`config.mk`:
```
export PLATFORM = sky130hd
export DESIGN_NAME = ple_ctrl
export DESIGN_NICKNAME = d
export VERILOG_FILES = /design/src/hdl/ple_pkg.sv /design/src/hdl/ple_ctrl.sv
export SDC_FILE = /design/constraint.sdc
export NUM_CORES = 1
export LEC_CHECK = 0
export ABC_CLOCK_PERIOD_IN_PS = 1900
export BUFFER_PORTS_ARGS = -buffer_cell sky130_fd_sc_hd__buf_4
export CORE_MARGIN = 2
export CORE_UTILIZATION = 42
export DETAILED_ROUTE_END_ITERATION = 12
export HOLD_SLACK_MARGIN = 0.06
export PLACE_DENSITY = 0.87
export SYNTH_ARGS = -nofsm -noshare
export SYNTH_HDL_FRONTEND = slang
export SYNTH_SLANG_ARGS = --single-unit
export TNS_END_PERCENT = 30
```
`constraint.sdc`:
```
create_clock -name clk -period 1.9 [get_ports clk]
set_input_delay 0.19 -clock clk [delete_from_list [all_inputs] [get_ports clk]]
set_output_delay 0.19 -clock clk [all_outputs]
set_load 0.01 [all_outputs]
```
`src/hdl/ple_pkg.sv`:
```
// ----------------------------------------------------------------------------
// ple_pkg
// Shared opcodes, status codes and controller interface types of the list
// engine.
// ----------------------------------------------------------------------------
package ple_pkg;

  localparam int OpW = 3;
  localparam int StW = 2;

  typedef enum logic [OpW-1:0] {
    OP_PUSH_BACK  = 3'd0,
    OP_PUSH_FRONT = 3'd1,
    OP_INSERT_AT  = 3'd2,
    OP_POP_BACK   = 3'd3,
    OP_POP_FRONT  = 3'd4,
    OP_REMOVE_AT  = 3'd5,
    OP_SWAP       = 3'd6,
    OP_SET_MARKER = 3'd7
  } op_t;

  typedef enum logic [StW-1:0] {
    ST_OK    = 2'd0,
    ST_FULL  = 2'd1,
    ST_EMPTY = 2'd2,
    ST_RANGE = 2'd3
  } status_t;

  // What the datapath does with the cell array.
  typedef enum logic [2:0] {
    ACT_NONE   = 3'd0,
    ACT_INSERT = 3'd1,
    ACT_REMOVE = 3'd2,
    ACT_SWAP   = 3'd3,
    ACT_SET    = 3'd4
  } act_t;

  // Controller to datapath.
  typedef struct packed {
    logic    exec;     // apply the operation of the held item
    act_t    act;
    status_t status;
  } ple_cmd_t;

endpackage

```
`src/hdl/ple_ctrl.sv`:
```
// ----------------------------------------------------------------------------
// ple_ctrl
// Decodes the opcode against the count, checks ranges and runs the result
// register handshake.
// ----------------------------------------------------------------------------
module ple_ctrl import ple_pkg::*; #(
  parameter int DEPTH = 64,
  parameter int IW    = 6,
  parameter int CW    = 7
) (
  input  logic          clk,
  input  logic          rst,
  input  logic          in_take,
  input  logic [OpW-1:0] opcode,
  input  logic [IW-1:0] index_a,
  input  logic [IW-1:0] index_b,
  input  logic [CW-1:0] entry_count,
  input  logic          out_stall,
  output ple_cmd_t      cmd,
  output logic          load_res,
  output logic          out_valid,
  output logic          in_stall
);

  localparam int XW = (IW > CW) ? IW : CW;

  typedef enum logic [1:0] {
    S_EMPTY = 2'b01,
    S_FULL  = 2'b10
  } state_t;

  state_t state, state_next;
  logic   full, empty, a_in, b_in, a_ins;

  assign full  = entry_count >= CW'(DEPTH);
  assign empty = entry_count == '0;
  assign a_in  = XW'(index_a) < XW'(entry_count);
  assign b_in  = XW'(index_b) < XW'(entry_count);
  assign a_ins = XW'(index_a) <= XW'(entry_count);

  // One result register: accept when it is empty or being drained.
  assign in_stall = (state == S_FULL) && out_stall;
  assign out_valid = (state == S_FULL);
  assign load_res = in_take;

  always_comb begin
    cmd.act    = ACT_NONE;
    cmd.status = ST_OK;
    unique case (op_t'(opcode))
      OP_PUSH_BACK: begin
        if (full) cmd.status = ST_FULL;
        else cmd.act = ACT_INSERT;
      end
      OP_PUSH_FRONT: begin
        if (full) cmd.status = ST_FULL;
        else cmd.act = ACT_INSERT;
      end
      OP_INSERT_AT: begin
        if (full) cmd.status = ST_FULL;
        else if (!a_ins) cmd.status = ST_RANGE;
        else cmd.act = ACT_INSERT;
      end
      OP_POP_BACK, OP_POP_FRONT: begin
        if (empty) cmd.status = ST_EMPTY;
        else cmd.act = ACT_REMOVE;
      end
      OP_REMOVE_AT: begin
        if (empty) cmd.status = ST_EMPTY;
        else if (!a_in) cmd.status = ST_RANGE;
        else cmd.act = ACT_REMOVE;
      end
      OP_SWAP: begin
        if (!a_in || !b_in) cmd.status = ST_RANGE;
        else cmd.act = ACT_SWAP;
      end
      OP_SET_MARKER: begin
        if (!a_in) cmd.status = ST_RANGE;
        else cmd.act = ACT_SET;
      end
      default: ;
    endcase
    cmd.exec = in_take && (cmd.act != ACT_NONE);
  end

  always_comb begin
    state_next = state;
    unique case (state)
      S_EMPTY: if (in_take) state_next = S_FULL;
      S_FULL:  if (!out_stall && !in_take) state_next = S_EMPTY;
      default: state_next = S_EMPTY;
    endcase
  end

  always_ff @(posedge clk) begin
    if (rst) state <= S_EMPTY;
    else     state <= state_next;
  end

  a_count_max: assert property (@(posedge clk) disable iff (rst)
    entry_count <= CW'(DEPTH)) else $error("count above depth");
  a_no_grow_full: assert property (@(posedge clk) disable iff (rst)
    full |-> !(cmd.exec && cmd.act == ACT_INSERT)) else $error("insert when full");
  a_no_shrink_empty: assert property (@(posedge clk) disable iff (rst)
    empty |-> !(cmd.exec && cmd.act == ACT_REMOVE)) else $error("remove when empty");
  a_take_valid: assert property (@(posedge clk) disable iff (rst)
    in_take |=> out_valid) else $error("result lost");

endmodule

```
==> impl_metrics.csv <==
group,metric,value,unit
clock_tree,clk_latency,0.22,ns
route,ant_nets,0,
sta,fin_crit,2.14,ns
placement,gp_congestion,0.889,
route,vias_per_cell,6.74,
grt,grt_use_total,29.9,%
setup_path,crit_fanout,2,
clock_tree,cts_tree,"built",
grt,grt_overflow,0,
floorplan,die_y,41.8,um
grt,antenna_found_initial,0,
cells_and_area,layout.nets,168,
cells_and_area,largestRegisters,"state (2)",
synthesis,synthTopCellsByArea,"ha_1 23%, inv_1 6.9%, dfxtp_1 6.7%, a21oi_1 4.2%, nand3_1 4.2%",
setup_path,critPathKind,"input port to output port",
placement,dp.cells,135,
power,power.total,0.429,mW
run,max-cap-violations,0,
synthesis,ys_ff_latch,2,
cells_and_area,largest_reg_flops,2,
cells_and_area,area_growth,95.0,%
synthesis,avgSynthCellArea,7.51,um^2
placement,place_hpwl,1660,um
synthesis,synth-compound-area-share,29.8,%
route,drt_wl_total,3020,um
sta,final_hold_viol_count,0,
synthesis,synth_xor_area_share,0,%
cells_and_area,antenna_cells,0,
floorplan,dieWidth,41.8,um
sta,maxSlewViolCount,0,
clock_tree,cts_buffer_depth,2,
floorplan,rows,13,
placement,port_buffers,34,
sta,rsz0062_at_grt,"true",
power,power.switching,0.164,mW
power,p_sw_share,38.3,%
grt,grt_max_degree,10,
sta,finalCritPeriodShare,112,%
synthesis,yosys.area.top_type,"ha_1",
floorplan,start_util,45.6,%
setup_path,endpoint_kind,"output port",
synthesis,ys_types,35,
status,violations,"setup timing",
sta,setup_viol,5,
setup_path,crit_arrival,1.95,ns
synthesis,netlist_instances,80,
synthesis,syn-num-nets,117,
setup_path,cp.required,1.71,ns
synthesis,muxShareOfSynthArea,0,%
power,p_int,0.265,mW
clock_tree,cts_buffers,3,
synthesis,synth-simple-area-share,31.7,%
hold_path,hold_class,"input port to flop",
sta,max_freq,468,MHz
sta,fin_skew,0.000999,ns
synthesis,syn-cell-area,601,um^2
setup_path,cp-start-kind,"input port",
clock_tree,cts_max_level,1,
power,comb_power_share,67.9,%
floorplan,io_pins,35,
route,drc,0,
power,clockPowerShare,21.0,%
synthesis,yosys_warnings,0,
cells_and_area,drive_gt1_share,62.0,%
clock_tree,clk_pin_slew_worst_paths,0.03,ns
synthesis,synthAdderAreaFrac,22.9,%
grt,grt_pass1_vias,845,
grt,grt_pass1_wl,4030,um
synthesis,yosys.area.top_type_share,22.9,%
sta,fin_ws,-0.237,ns
route,wl_per_cell,20.9,um
floorplan,die-area,1750,um^2
clock_tree,clock_sink_count,2,
power,seqPwrFrac,11.1,%
cells_and_area,largest_register,"state",
cells_and_area,fin_cells,144,
route,drtPass1Iterations,6,
route,drtIter0Drc,44,
cells_and_area,final_util,88.9,%
power,peakVddDrop,0.000399,V
sta,worst_pin_slew,0.373,ns
floorplan,coreArea,1320,um^2
route,vias,971,
power,p_per_area,367,nW/um^2
synthesis,synth-seq-area-share,6.67,%
sta,relSlewSlack,74.9,%
synthesis,synth_top_family_by_area,"simple AND/OR/NAND/NOR gates",
clock_tree,root_buffer,"clkbuf_4",
power,p_leak,0.549,nW
status,outcome,"complete, but fails checks",
clock_tree,hold_buffers,0,
[routing by layer]
| metal | track usage (%) | part of all wire (%) |
|---|---|---|
| met1 | 31.1 | 32 |
| met2 | 56.3 | 49 |
| met3 | 5.65 | 9.0 |
| met4 | 14.2 | 9.4 |
| met5 | 0 | 0 |
[layout by cell type, fill, tap and decap left out, drive strengths merged, types with 3 or more instances in the layout]
master	count
inv	11
a211oi	3
clkbuf	3
a21o	3
nor2	3
nand2	5
ha	11
nand3	5
nor3	3
o21ai	5
a21oi	5
buf	48
[metrics by stage]
step | hold slack, ns | worst slack (ns) | area [um^2] | setup TNS, ns
after floorplan | 0.273 | 0.0254 | 601 | 0
after global placement | 0.358 | -0.223 | 922 | -0.724
after detailed placement | 0.363 | -0.271 | 922 | -1.03
after CTS | 0.138 | -0.168 | 1070 | -0.553
after global routing | 0.147 | -0.287 | 1170 | -1.14
final | 0.155 | -0.237 | 1170 | -0.939
[final timing paths]
check	from	to	slack [ns]	cells after the start
setup / recovery	entry_count[4]	cmd[5]	-0.24	11
setup reg to reg	state[1]	state[0]	0.57	5
hold / removal	rst	state[1]	0.15	2
hold reg to reg	state[1]	state[1]	0.67	2
[timing repair]
item | CTS | global route
setup endpoints to repair | 5 | 6
pin swaps | 11 | 14
setup buffers | 5 | 1
resized for setup | 18 | 18
[cells by family (layout without fill, tap and decap cells)]
kind of cell	Yosys count	count (layout)
compound gates	25	25
buf+inv	13	62
simple gates	29	29
flops	2	2
fa+ha+maj	11	11
[synthesized netlist by cell type, drive strengths merged]
master	n
a2111oi	2
ha	11
and2	1
a21o	3
nor4	1
inv	11
o22ai	1
o21ai	5
a31oi	2
and3	1
nand4b	2
nand3b	1
dfxtp	2
or3	1
nand3	5
a21oi	5
a311oi	1
nor3b	1
buf	2
a211o	1
or4	2
nand2	5
nor2b	2
nand2b	1
o211ai	1
nor2	3
a2bb2oi	1
a211oi	3
nor3	3
[power groups by stage]
stage	clock, mW	sequential, mW	combinational (mW)
final	0.0902	0.0476	0.292
after global routing	0.106	0.0474	0.305
after CTS	0.0934	0.0471	0.238
after detailed placement	0	0.0477	0.201
after global placement	0	0.0470	0.189
after floorplan	0	0.0469	0.0953
[layout make-up]
| type | instances | area, um^2 |
|---|---|---|
| clock buffers | 3 | 22.5 |
| fillers | 65 | 146 |
| multi-input cells | 65 | 659 |
| flip-flops and latches | 2 | 40.0 |
| repair buffers | 48 | 379 |
| well taps | 15 | 18.8 |
| inverters | 11 | 51.3 |
[worst max-delay path: stages]
cell and delay, ns:
buf_8 0.08, inv_6 0.03, ha_4 0.28, a211oi_4 0.06, buf_4 0.14, nor3_2 0.26
buf_4 0.18, o21ai_0 0.12, a2bb2oi_1 0.31, a31oi_1 0.13, buf_4 0.16
No activity file was read; power rests on OpenSTA's default activity.
